## src/planar_odometry_integrator_macros.svh

```systemverilog
// Assertion macros for the planar odometry integrator.
`ifndef PLANAR_ODOMETRY_INTEGRATOR_MACROS_SVH
`define PLANAR_ODOMETRY_INTEGRATOR_MACROS_SVH
`ifndef SYNTHESIS
`define POI_ASSERT(name, clock, rstn, prop, msg) \
    name: assert property (@(posedge clock) disable iff (!rstn) prop) \
        else $error(msg);
`define POI_ASSERT_NORST(name, clock, prop, msg) \
    name: assert property (@(posedge clock) prop) else $error(msg);
`else
`define POI_ASSERT(name, clock, rstn, prop, msg)
`define POI_ASSERT_NORST(name, clock, prop, msg)
`endif
`endif

```

## src/poi_pkg.sv

```systemverilog
// Shared types, constants and tables of the planar odometry integrator.
`default_nettype none
package poi_pkg;

    localparam int ANGLE_BITS_DEF   = 16;
    localparam int CORDIC_STEPS_DEF = 16;
    localparam int ATAN_ENTRIES     = 24;
    localparam int ITER_W           = 5;
    localparam int CW               = 34;   // cordic x/y and sin/cos
    localparam int ZW               = 33;   // cordic residual angle
    localparam int MBW              = 17;   // multiplier b operand
    localparam int PW               = CW + MBW;
    localparam int AW               = 48;   // rotated velocity accumulators

    localparam logic signed [CW-1:0] CORDIC_GAIN   = 34'sd652032874;
    localparam logic signed [31:0]   RESET_X       = -32'sd196608;
    localparam logic signed [31:0]   RESET_Y       = 32'sd196608;
    localparam logic [15:0]          RESET_HEADING = 16'd0;

    localparam logic OPERATION_INTEGRATE = 1'b0;
    localparam logic OPERATION_LOAD      = 1'b1;

    typedef enum logic [1:0] {
        CFG_START_X       = 2'd0,
        CFG_START_Y       = 2'd1,
        CFG_START_HEADING = 2'd2
    } cfg_idx_t;

    typedef enum logic [3:0] {
        OP_NONE,
        OP_LOAD,
        OP_LATCH,
        OP_ROTATE,
        OP_QUADRANT,
        OP_MUL_XC,
        OP_MUL_YS,
        OP_MUL_XS,
        OP_MUL_YC,
        OP_MUL_TX,
        OP_MUL_TY,
        OP_MUL_WR,
        OP_HEADING,
        OP_CAPTURE
    } dp_op_t;

    typedef struct packed {
        dp_op_t              op;
        logic [ITER_W-1:0]   iter;
    } dp_cmd_t;

    typedef struct packed {
        logic load_req;
    } dp_status_t;

    typedef struct packed {
        logic               operation;
        logic signed [15:0] vel_x;
        logic signed [15:0] vel_y;
        logic signed [15:0] turn_rate;
        logic [15:0]        elapsed;
    } req_t;

    typedef struct packed {
        logic signed [31:0] pos_x;
        logic signed [31:0] pos_y;
        logic [15:0]        heading;
    } res_t;

    // atan(2^-i) in units of 2^-32 turn
    function automatic logic [29:0] atan_turn(input logic [ITER_W-1:0] i);
        logic [29:0] v;
        case (i)
            5'd0:    v = 30'd536870912;
            5'd1:    v = 30'd316933406;
            5'd2:    v = 30'd167458907;
            5'd3:    v = 30'd85004756;
            5'd4:    v = 30'd42667331;
            5'd5:    v = 30'd21354465;
            5'd6:    v = 30'd10679838;
            5'd7:    v = 30'd5340245;
            5'd8:    v = 30'd2670163;
            5'd9:    v = 30'd1335087;
            5'd10:   v = 30'd667544;
            5'd11:   v = 30'd333772;
            5'd12:   v = 30'd166886;
            5'd13:   v = 30'd83443;
            5'd14:   v = 30'd41722;
            5'd15:   v = 30'd20861;
            5'd16:   v = 30'd10430;
            5'd17:   v = 30'd5215;
            5'd18:   v = 30'd2608;
            5'd19:   v = 30'd1304;
            5'd20:   v = 30'd652;
            5'd21:   v = 30'd326;
            5'd22:   v = 30'd163;
            5'd23:   v = 30'd81;
            default: v = 30'd0;
        endcase
        return v;
    endfunction

endpackage
`default_nettype wire

```

## src/poi_if.sv

```systemverilog
// Channel interfaces: pose requests, pose results and register writes.
`default_nettype none
interface poi_req_if;
    import poi_pkg::*;
    logic valid;
    logic ready;
    req_t data;
    modport source (output valid, output data, input ready);
    modport sink (input valid, input data, output ready);
endinterface

interface poi_res_if;
    import poi_pkg::*;
    logic valid;
    logic ready;
    res_t data;
    modport source (output valid, output data, input ready);
    modport sink (input valid, input data, output ready);
endinterface

interface poi_cfg_if;
    import poi_pkg::*;
    logic        valid;
    logic        ready;
    logic [1:0]  index;
    logic [31:0] wdata;
    modport source (output valid, output index, output wdata, input ready);
    modport sink (input valid, input index, input wdata, output ready);
endinterface
`default_nettype wire

```

## src/planar_odometry_integrator.sv

```systemverilog
// Top level of the planar dead-reckoning odometry integrator.
//
//  channel   role    carries
//  request   sink    operation, vel_x, vel_y, turn_rate, elapsed
//  result    source  pos_x, pos_y, heading
//  cfg       sink    index, wdata (start_x, start_y, start_heading)
//
// An integrate request runs from accept to result through the CORDIC
// iterations, one per cycle, a quadrant fold, seven shared multiplies,
// the heading update and the result capture. A load goes straight to capture.
// Reset restores the default start pose and pose. A stalled result holds
// its register while the next request is already being worked on.
`default_nettype none
module planar_odometry_integrator #(
    parameter int ANGLE_BITS   = poi_pkg::ANGLE_BITS_DEF,
    parameter int CORDIC_STEPS = poi_pkg::CORDIC_STEPS_DEF
) (
    input  logic       clk,
    input  logic       rst_n,
    poi_req_if.sink    request,
    poi_res_if.source  result,
    poi_cfg_if.sink    cfg
);
    import poi_pkg::*;

    `include "planar_odometry_integrator_macros.svh"

    dp_cmd_t    cmd;
    dp_status_t status;
    res_t       res_data;
    logic       cfg_we;

    assign cfg.ready = 1'b1;
    assign cfg_we    = cfg.valid && cfg.ready;

    poi_ctrl #(
        .CORDIC_STEPS(CORDIC_STEPS)
    ) u_ctrl (
        .clk       (clk),
        .rst_n     (rst_n),
        .in_valid  (request.valid),
        .in_ready  (request.ready),
        .out_valid (result.valid),
        .out_ready (result.ready),
        .status    (status),
        .cmd       (cmd)
    );

    poi_datapath #(
        .ANGLE_BITS(ANGLE_BITS)
    ) u_datapath (
        .clk       (clk),
        .rst_n     (rst_n),
        .cmd       (cmd),
        .status    (status),
        .req_data  (request.data),
        .cfg_we    (cfg_we),
        .cfg_index (cfg.index),
        .cfg_wdata (cfg.wdata),
        .res_data  (res_data)
    );

    assign result.data = res_data;

    `POI_ASSERT(a_one_at_a_time, clk, rst_n, request.valid && request.ready |=> !request.ready, "request accepted while busy")
    `POI_ASSERT(a_load_latency, clk, rst_n, request.valid && request.ready && request.data.operation && !result.valid |=> ##1 result.valid, "load result late")
    `POI_ASSERT(a_no_early_result, clk, rst_n, request.valid && request.ready && !request.data.operation && !result.valid |=> !result.valid, "integrate result too early")
    `POI_ASSERT_NORST(a_reset_idle, clk, !rst_n |=> !result.valid && request.ready, "not idle after reset")

endmodule
`default_nettype wire

```

## src/poi_ctrl.sv

```systemverilog
// Sequencing controller: CORDIC iteration count and multiply schedule.
`default_nettype none
module poi_ctrl #(
    parameter int CORDIC_STEPS = poi_pkg::CORDIC_STEPS_DEF
) (
    input  logic                 clk,
    input  logic                 rst_n,
    input  logic                 in_valid,
    output logic                 in_ready,
    output logic                 out_valid,
    input  logic                 out_ready,
    input  poi_pkg::dp_status_t  status,
    output poi_pkg::dp_cmd_t     cmd
);
    import poi_pkg::*;

    localparam logic [ITER_W-1:0] LAST_ITER = ITER_W'(CORDIC_STEPS - 1);

    typedef enum logic [3:0] {
        S_IDLE,
        S_ROT,
        S_QUAD,
        S_MXC,
        S_MYS,
        S_MXS,
        S_MYC,
        S_MTX,
        S_MTY,
        S_MWR,
        S_HEAD,
        S_DONE
    } state_t;

    state_t            state_reg, state_next;
    logic [ITER_W-1:0] iter_reg, iter_next;
    logic              out_valid_reg, out_valid_next;

    always_comb
    begin
        state_next     = state_reg;
        iter_next      = iter_reg;
        out_valid_next = out_valid_reg && !out_ready;
        cmd.op         = OP_NONE;
        cmd.iter       = iter_reg;
        unique case (state_reg)
            S_IDLE:
            begin
                if (in_valid)
                begin
                    if (status.load_req)
                    begin
                        cmd.op     = OP_LOAD;
                        state_next = S_DONE;
                    end
                    else
                    begin
                        cmd.op     = OP_LATCH;
                        iter_next  = '0;
                        state_next = S_ROT;
                    end
                end
            end
            S_ROT:
            begin
                cmd.op = OP_ROTATE;
                if (iter_reg == LAST_ITER)
                begin
                    state_next = S_QUAD;
                end
                else
                begin
                    iter_next = iter_reg + 1'b1;
                end
            end
            S_QUAD:
            begin
                cmd.op     = OP_QUADRANT;
                state_next = S_MXC;
            end
            S_MXC:
            begin
                cmd.op     = OP_MUL_XC;
                state_next = S_MYS;
            end
            S_MYS:
            begin
                cmd.op     = OP_MUL_YS;
                state_next = S_MXS;
            end
            S_MXS:
            begin
                cmd.op     = OP_MUL_XS;
                state_next = S_MYC;
            end
            S_MYC:
            begin
                cmd.op     = OP_MUL_YC;
                state_next = S_MTX;
            end
            S_MTX:
            begin
                cmd.op     = OP_MUL_TX;
                state_next = S_MTY;
            end
            S_MTY:
            begin
                cmd.op     = OP_MUL_TY;
                state_next = S_MWR;
            end
            S_MWR:
            begin
                cmd.op     = OP_MUL_WR;
                state_next = S_HEAD;
            end
            S_HEAD:
            begin
                cmd.op     = OP_HEADING;
                state_next = S_DONE;
            end
            S_DONE:
            begin
                if (!out_valid_reg || out_ready)
                begin
                    cmd.op         = OP_CAPTURE;
                    out_valid_next = 1'b1;
                    state_next     = S_IDLE;
                end
            end
            default:
            begin
                state_next = S_IDLE;
            end
        endcase
    end

    always_ff @(posedge clk or negedge rst_n)
    begin
        if (!rst_n)
        begin
            state_reg     <= S_IDLE;
            iter_reg      <= '0;
            out_valid_reg <= 1'b0;
        end
        else
        begin
            state_reg     <= state_next;
            iter_reg      <= iter_next;
            out_valid_reg <= out_valid_next;
        end
    end

    assign in_ready  = (state_reg == S_IDLE);
    assign out_valid = out_valid_reg;

endmodule
`default_nettype wire

```

## src/poi_datapath.sv

```systemverilog
// Datapath: pose and start registers, CORDIC unit, shared multiplier.
`default_nettype none
module poi_datapath #(
    parameter int ANGLE_BITS = poi_pkg::ANGLE_BITS_DEF
) (
    input  logic                clk,
    input  logic                rst_n,
    input  poi_pkg::dp_cmd_t    cmd,
    output poi_pkg::dp_status_t status,
    input  poi_pkg::req_t       req_data,
    input  logic                cfg_we,
    input  logic [1:0]          cfg_index,
    input  logic [31:0]         cfg_wdata,
    output poi_pkg::res_t       res_data
);
    import poi_pkg::*;

    localparam int HSHIFT = 28 - ANGLE_BITS;

    // start pose and pose
    logic signed [31:0]       start_x_reg, start_y_reg;
    logic [15:0]              start_h_reg;
    logic signed [31:0]       x_reg, y_reg;
    logic [ANGLE_BITS-1:0]    heading_reg;

    // working registers
    logic signed [15:0]       vx_reg, vy_reg, wr_reg;
    logic [15:0]              dt_reg;
    logic [1:0]               quad_reg;
    logic signed [CW-1:0]     cx_reg, cy_reg, c_reg, s_reg;
    logic signed [ZW-1:0]     z_reg;
    logic signed [PW-1:0]     prod_reg;
    logic signed [AW-1:0]     accx_reg, accy_reg;
    res_t                     res_reg;

    logic [ANGLE_BITS+15:0]   start_h_wide;
    logic [ANGLE_BITS-1:0]    start_h_scaled;
    logic [ANGLE_BITS+15:0]   heading_wide;
    logic [31:0]              a32, round_sum, resid;
    logic [1:0]               quad_next;
    logic signed [ZW-1:0]     z_init;
    logic signed [CW-1:0]     cx_shift, cy_shift;
    logic signed [ZW-1:0]     atan_z;
    logic signed [CW-1:0]     cx_next, cy_next, c_next, s_next;
    logic signed [ZW-1:0]     z_next;
    logic signed [CW-1:0]     mul_a;
    logic signed [MBW-1:0]    mul_b;
    logic signed [PW-1:0]     product;
    logic signed [26:0]       delta;
    logic signed [32:0]       x_sum, y_sum;
    logic signed [31:0]       x_next, y_next;
    logic signed [PW-1:0]     dh_full;
    logic [ANGLE_BITS-1:0]    heading_next;

    assign status.load_req = (req_data.operation == OPERATION_LOAD);

    // heading scaling between 16 bits and ANGLE_BITS
    assign start_h_wide   = {start_h_reg, ANGLE_BITS'(0)};
    assign start_h_scaled = start_h_wide[ANGLE_BITS+15:16];
    assign heading_wide   = {heading_reg, 16'd0};

    // quadrant split: nearest quarter turn plus residual
    assign a32       = {heading_reg, {(32-ANGLE_BITS){1'b0}}};
    assign round_sum = a32 + 32'h2000_0000;
    assign quad_next = round_sum[31:30];
    assign resid     = a32 - {quad_next, 30'd0};
    assign z_init    = {resid[31], resid};

    // one CORDIC rotation
    assign cx_shift = cx_reg >>> cmd.iter;
    assign cy_shift = cy_reg >>> cmd.iter;
    assign atan_z   = {3'b000, atan_turn(cmd.iter)};

    always_comb
    begin
        if (!z_reg[ZW-1])
        begin
            cx_next = cx_reg - cy_shift;
            cy_next = cy_reg + cx_shift;
            z_next  = z_reg - atan_z;
        end
        else
        begin
            cx_next = cx_reg + cy_shift;
            cy_next = cy_reg - cx_shift;
            z_next  = z_reg + atan_z;
        end
    end

    always_comb
    begin
        case (quad_reg)
            2'd0:
            begin
                c_next = cx_reg;
                s_next = cy_reg;
            end
            2'd1:
            begin
                c_next = -cy_reg;
                s_next = cx_reg;
            end
            2'd2:
            begin
                c_next = -cx_reg;
                s_next = -cy_reg;
            end
            default:
            begin
                c_next = cy_reg;
                s_next = -cx_reg;
            end
        endcase
    end

    // shared multiplier operand select
    always_comb
    begin
        mul_a = '0;
        mul_b = '0;
        unique case (cmd.op)
            OP_MUL_XC:
            begin
                mul_a = c_reg;
                mul_b = {vx_reg[15], vx_reg};
            end
            OP_MUL_YS:
            begin
                mul_a = s_reg;
                mul_b = {vy_reg[15], vy_reg};
            end
            OP_MUL_XS:
            begin
                mul_a = s_reg;
                mul_b = {vx_reg[15], vx_reg};
            end
            OP_MUL_YC:
            begin
                mul_a = c_reg;
                mul_b = {vy_reg[15], vy_reg};
            end
            OP_MUL_TX:
            begin
                mul_a = accx_reg[CW+13:14];
                mul_b = {1'b0, dt_reg};
            end
            OP_MUL_TY:
            begin
                mul_a = accy_reg[CW+13:14];
                mul_b = {1'b0, dt_reg};
            end
            OP_MUL_WR:
            begin
                mul_a = {{(CW-16){wr_reg[15]}}, wr_reg};
                mul_b = {1'b0, dt_reg};
            end
            default:
            begin
                mul_a = '0;
                mul_b = '0;
            end
        endcase
    end

    assign product = mul_a * mul_b;

    // position update with saturation
    assign delta = prod_reg[PW-1:24];
    assign x_sum = {x_reg[31], x_reg} + {{6{delta[26]}}, delta};
    assign y_sum = {y_reg[31], y_reg} + {{6{delta[26]}}, delta};

    always_comb
    begin
        if (x_sum[32] != x_sum[31])
        begin
            x_next = x_sum[32] ? 32'sh8000_0000 : 32'sh7FFF_FFFF;
        end
        else
        begin
            x_next = x_sum[31:0];
        end
        if (y_sum[32] != y_sum[31])
        begin
            y_next = y_sum[32] ? 32'sh8000_0000 : 32'sh7FFF_FFFF;
        end
        else
        begin
            y_next = y_sum[31:0];
        end
    end

    assign dh_full      = prod_reg >>> HSHIFT;
    assign heading_next = heading_reg + dh_full[ANGLE_BITS-1:0];

    // configuration and pose state
    always_ff @(posedge clk or negedge rst_n)
    begin
        if (!rst_n)
        begin
            start_x_reg <= RESET_X;
            start_y_reg <= RESET_Y;
            start_h_reg <= RESET_HEADING;
            x_reg       <= RESET_X;
            y_reg       <= RESET_Y;
            heading_reg <= '0;
        end
        else
        begin
            if (cfg_we)
            begin
                unique case (cfg_index)
                    CFG_START_X:       start_x_reg <= cfg_wdata;
                    CFG_START_Y:       start_y_reg <= cfg_wdata;
                    CFG_START_HEADING: start_h_reg <= cfg_wdata[15:0];
                    default:           ;
                endcase
            end
            unique case (cmd.op)
                OP_LOAD:
                begin
                    x_reg       <= start_x_reg;
                    y_reg       <= start_y_reg;
                    heading_reg <= start_h_scaled;
                end
                OP_MUL_TY:  x_reg       <= x_next;
                OP_MUL_WR:  y_reg       <= y_next;
                OP_HEADING: heading_reg <= heading_next;
                default:    ;
            endcase
        end
    end

    // working registers
    always_ff @(posedge clk)
    begin
        unique case (cmd.op) inside
            OP_LATCH:
            begin
                vx_reg   <= req_data.vel_x;
                vy_reg   <= req_data.vel_y;
                wr_reg   <= req_data.turn_rate;
                dt_reg   <= req_data.elapsed;
                quad_reg <= quad_next;
                cx_reg   <= CORDIC_GAIN;
                cy_reg   <= '0;
                z_reg    <= z_init;
            end
            OP_ROTATE:
            begin
                cx_reg <= cx_next;
                cy_reg <= cy_next;
                z_reg  <= z_next;
            end
            OP_QUADRANT:
            begin
                c_reg <= c_next;
                s_reg <= s_next;
            end
            OP_MUL_XC:
            begin
                prod_reg <= product;
            end
            OP_MUL_YS:
            begin
                prod_reg <= product;
                accx_reg <= prod_reg[AW-1:0];
            end
            OP_MUL_XS:
            begin
                prod_reg <= product;
                accx_reg <= accx_reg - prod_reg[AW-1:0];
            end
            OP_MUL_YC:
            begin
                prod_reg <= product;
                accy_reg <= prod_reg[AW-1:0];
            end
            OP_MUL_TX:
            begin
                prod_reg <= product;
                accy_reg <= accy_reg + prod_reg[AW-1:0];
            end
            OP_MUL_TY, OP_MUL_WR:
            begin
                prod_reg <= product;
            end
            OP_CAPTURE:
            begin
                res_reg.pos_x   <= x_reg;
                res_reg.pos_y   <= y_reg;
                res_reg.heading <= heading_wide[ANGLE_BITS+15:ANGLE_BITS];
            end
            default: ;
        endcase
    end

    assign res_data = res_reg;

endmodule
`default_nettype wire
```

## src/flat_wrapper.sv

```systemverilog
// flat-port wrapper written by rule: the top's interface ports become plain ports
module planar_odometry_integrator_flat import poi_pkg::*;
#(
    parameter int ANGLE_BITS   = poi_pkg::ANGLE_BITS_DEF,
    parameter int CORDIC_STEPS = poi_pkg::CORDIC_STEPS_DEF
)
  (clk, rst_n, request_valid, request_data, request_ready, result_valid, result_data, result_ready, cfg_valid, cfg_index, cfg_wdata, cfg_ready);
  poi_req_if request_i ();
  poi_res_if result_i ();
  poi_cfg_if cfg_i ();
  input  logic clk;
  input  logic rst_n;
  input wire logic [$bits(request_i.valid)-1:0] request_valid;
  input wire logic [$bits(request_i.data)-1:0] request_data;
  output wire logic [$bits(request_i.ready)-1:0] request_ready;
  output wire logic [$bits(result_i.valid)-1:0] result_valid;
  output wire logic [$bits(result_i.data)-1:0] result_data;
  input wire logic [$bits(result_i.ready)-1:0] result_ready;
  input wire logic [$bits(cfg_i.valid)-1:0] cfg_valid;
  input wire logic [$bits(cfg_i.index)-1:0] cfg_index;
  input wire logic [$bits(cfg_i.wdata)-1:0] cfg_wdata;
  output wire logic [$bits(cfg_i.ready)-1:0] cfg_ready;
  assign request_i.valid = request_valid;
  assign request_i.data = request_data;
  assign request_ready = request_i.ready;
  assign result_valid = result_i.valid;
  assign result_data = result_i.data;
  assign result_i.ready = result_ready;
  assign cfg_i.valid = cfg_valid;
  assign cfg_i.index = cfg_index;
  assign cfg_i.wdata = cfg_wdata;
  assign cfg_ready = cfg_i.ready;
  planar_odometry_integrator #(.ANGLE_BITS(ANGLE_BITS), .CORDIC_STEPS(CORDIC_STEPS)) u_core (.clk(clk), .rst_n(rst_n), .request(request_i), .result(result_i), .cfg(cfg_i));
endmodule
```

## config.mk

```make
export PLATFORM = sky130hd
export DESIGN_NAME = planar_odometry_integrator_flat
export DESIGN_NICKNAME = d
export VERILOG_FILES = /design/src/poi_pkg.sv /design/src/poi_if.sv /design/src/planar_odometry_integrator.sv /design/src/poi_ctrl.sv /design/src/poi_datapath.sv /design/src/flat_wrapper.sv
export VERILOG_INCLUDE_DIRS = /design/src /design/src/src
export SDC_FILE = /design/constraint.sdc
export NUM_CORES = 2
export LEC_CHECK = 0
export BUFFER_PORTS_ARGS = -buffer_cell sky130_fd_sc_hd__buf_2
export CORE_MARGIN = 2
export CORE_UTILIZATION = 31
export DETAILED_ROUTE_END_ITERATION = 16
export SYNTH_ARGS = -nofsm -noshare
export SYNTH_HDL_FRONTEND = slang
export SYNTH_SLANG_ARGS = --single-unit
```

## constraint.sdc

```tcl
create_clock -name clk -period 13.36 [get_ports clk]
set_input_delay 3.34 -clock clk [delete_from_list [all_inputs] [get_ports clk]]
set_output_delay 3.34 -clock clk [all_outputs]
set_load 0.1 [all_outputs]
```

==> impl_metrics.ini <==
[global_routing]
met1_usage = 0.272
grt.met3_usage = 0.0367
grt_overflow_total = 0
grtUsageTotal = 0.204
grt_pass1_wl_um = 339000
grt_max_degree = 96
met2_usage = 0.326
antenna_found_initial = 9
first_global_vias = 53600
grt-busiest-layer = met2

[worst_setup_path]
r2r_end = u_core.u_datapath.prod_reg[50]$_DFFE_PP_
worst_path_max_delay_cell = a31oi_1
end_kind = flop
critPathArrivalTime_ps = 12590
cp_num_cells = 34
startpoint_type = input pin
r2r_start = u_core.u_ctrl.state_reg[3]$_DFFE_PN0P_
worst-setup-path-type = input pin to flop
crit_fanout = 16
required_ps = 13840
rrSetupSlack_ps = 3040
reg2reg_depth = 32
crit_start = result_ready
cp_slowest_stage_delay_ps = 600
critical_path_buf_inv_count = 9
crit_family = adder cells
crit_path_end = u_core.u_datapath.prod_reg[50]$_DFFE_PP_

[cts]
clockRootBuffer = clkbuf_16
insertion_delay_ps = 750
h-tree-depth = 3
post_cts_buffers = 0
cts_buffers = 79
hold_buffers = 0
cts_resized = 0
clk_pin_slew_worst_paths_ps = 60
clockBufferDepth = 3
cts_tree = done
numClockSinks = 632

[routing]
wl_per_cell_um = 22.7
vias_per_cell = 5.44
route.vias.total = 54000
dr.pass1.iters = 14
route.detailed.drc = 24
drt_iter0_drc = 5466
totalWireLength_um = 225000
ant_nets = 0

[die]
dieArea_um2 = 217000
core-area_um2 = 212000
start_util = 0.312
rows = 169
io_pins = 187
fp.dieH_um = 466
die_width_um = 466

[layout]
final_nets = 8109
fillers = 21400
seq_area_um2 = 18200
multiInputGateArea_um2 = 44000
largest_register_ffs = 80
drive_gt1_frac = 0.102
syn2layout_area_growth_pct = 10.2

[synth]
synthTopCellsByArea = edfxtp_1 21%, fa_1 17%, ha_1 7.6%, dfrtp_1 5.1%, nor2_1 4.0%
yosys_warnings = 0
netlist_area_um2 = 66100
synth-edff-count = 462
yosys.area.top_type = edfxtp_1
synth_fp_nets = 8103
ys.flop_type = edfxtp_1
ys_types = 100
synth_cells = 7036
synth_area_per_cell_um2 = 9.40
ys_seq_elements = 632
synth-async-reset-ratio = 0.269
ys_seq_area_frac = 0.275
synth.cells.most_frequent = 713 x nor2_1, 705 x nand2_1, 689 x inv_1
yosysMostFrequentCell = nor2_1
yosys.area.top_type_share = 0.210

[status]
status = complete, but fails checks
violations = DRC

[sta]
setup_ws_ps = 1250
max_freq_mhz = 82.6
drv_slew = 0
finClkSkew_ps = 69.7
setup_viol = 0
fin_tns_setup_ps = 0
worst_slew_pin_slew_ps = 1270
final_hold_viol_count = 0
relSlewSlack = 0.151
fin_crit_ps = 12110
rsz0062_at_grt = no
fin_crit_sh = 0.906

[placed_design]
hpwl_um = 176000
pre_cts_ws_ps = 554
io_buffers = 185
gp_congestion = 0.944

[run]
drv_cap = 0

[hold_path]
hp-class = flop to flop
-- cell families after synthesis --
logic type	Yosys count	synth area share
simple gates	2034	0.137
mux	296	0.0658
xor+xnor	449	0.0595
fa+ha+maj	963	0.246
flops	632	0.275
compound gates	1599	0.155
buf+inv	1062	0.0622
other cells	1	0.0000567
-- worst min-delay path, cell delays in order (launching register included) --
cell     delay, ps
dfstp_2        360
nand2_1         50
a31oi_1         70
-- per-stage QoR --
stage	instance area, um^2	std cells	hold WS (ps)	utilization
2_1_floorplan	66100	7036	445	-
3_3_place_gp	70100	9782	471	0.330
3_5_place_dp	70100	9782	479	0.330
4_1_cts	72900	9930	487	0.344
5_1_grt	72900	9930	503	0.344
6_report	72900	9932	481	0.344
-- area by class of cell --
| class | count | share of cell area |
|---|---|---|
| sequential | 632 | 0.250 |
| timing repair buffer | 293 | 0.0241 |
| tap | 2821 | 0.0484 |
| inverter | 694 | 0.0357 |
| clock inverter | 53 | 0.00877 |
| antenna | 2 | 0.0000687 |
| clock buffer | 95 | 0.0295 |
| multi-input combinational | 5342 | 0.604 |
-- worst min-delay path by stage --
| stage | cells after the start | to | start | slack [ps] |
|---|---|---|---|---|
| after floorplan | 0 | u_core.u_datapath.res_data[48]$_DFFE_PN_ | u_core.u_datapath.x_reg[0]$_DFFE_PN0P_ | 440 |
| after global placement | 2 | u_core.u_datapath.x_reg[0]$_DFFE_PN0P_ | u_core.u_datapath.start_x_reg[0]$_DFFE_PN0P_ | 470 |
| after detailed placement | 2 | u_core.u_datapath.x_reg[31]$_DFFE_PN1P_ | u_core.u_datapath.start_x_reg[31]$_DFFE_PN1P_ | 480 |
| after CTS | 2 | u_core.u_datapath.x_reg[24]$_DFFE_PN1P_ | u_core.u_datapath.start_x_reg[24]$_DFFE_PN1P_ | 490 |
| after global routing | 2 | u_core.u_datapath.x_reg[28]$_DFFE_PN1P_ | u_core.u_datapath.start_x_reg[28]$_DFFE_PN1P_ | 500 |
| final | 2 | u_core.u_datapath.x_reg[24]$_DFFE_PN1P_ | u_core.u_datapath.start_x_reg[24]$_DFFE_PN1P_ | 480 |
-- metal layers --
layer | vias up | routed length (um)
li1 | 24500 | -
met1 | 27000 | 95500
met2 | 2109 | 103000
met3 | 449 | 16900
met4 | 6 | 9340
met5 | - | 37
-- cell usage in the layout, fill, tap and decap left out, types with 18 or more instances in the layout --
| cell | n |
|---|---|
| a211oi_1 | 48 |
| a21o_1 | 149 |
| a21oi_1 | 443 |
| a221oi_1 | 18 |
| a222oi_1 | 42 |
| a22oi_1 | 38 |
| a31oi_1 | 70 |
| and2_1 | 42 |
| and3_1 | 70 |
| buf_2 | 184 |
| buf_4 | 107 |
| clkbuf_16 | 82 |
| dfrtp_1 | 131 |
| dfstp_2 | 34 |
| edfxtp_1 | 462 |
| fa_1 | 560 |
| ha_1 | 403 |
| inv_1 | 689 |
| mux2_2 | 108 |
| mux2i_1 | 91 |
| mux4_2 | 82 |
| nand2_1 | 705 |
| nand2b_1 | 83 |
| nand3_1 | 101 |
| nand4_1 | 29 |
| nor2_1 | 704 |
| nor2b_1 | 70 |
| nor3_1 | 87 |
| nor4_1 | 21 |
| o211ai_1 | 28 |
| o21a_1 | 70 |
| o21ai_0 | 366 |
| o21bai_1 | 51 |
| o22ai_1 | 39 |
| o31ai_1 | 37 |
| or3_1 | 36 |
| xnor2_1 | 276 |
| xor2_1 | 173 |
Power is left out: the tool's default activity adds up to more than one toggle a clock period on the data nets, which glitch-free logic cannot reach.
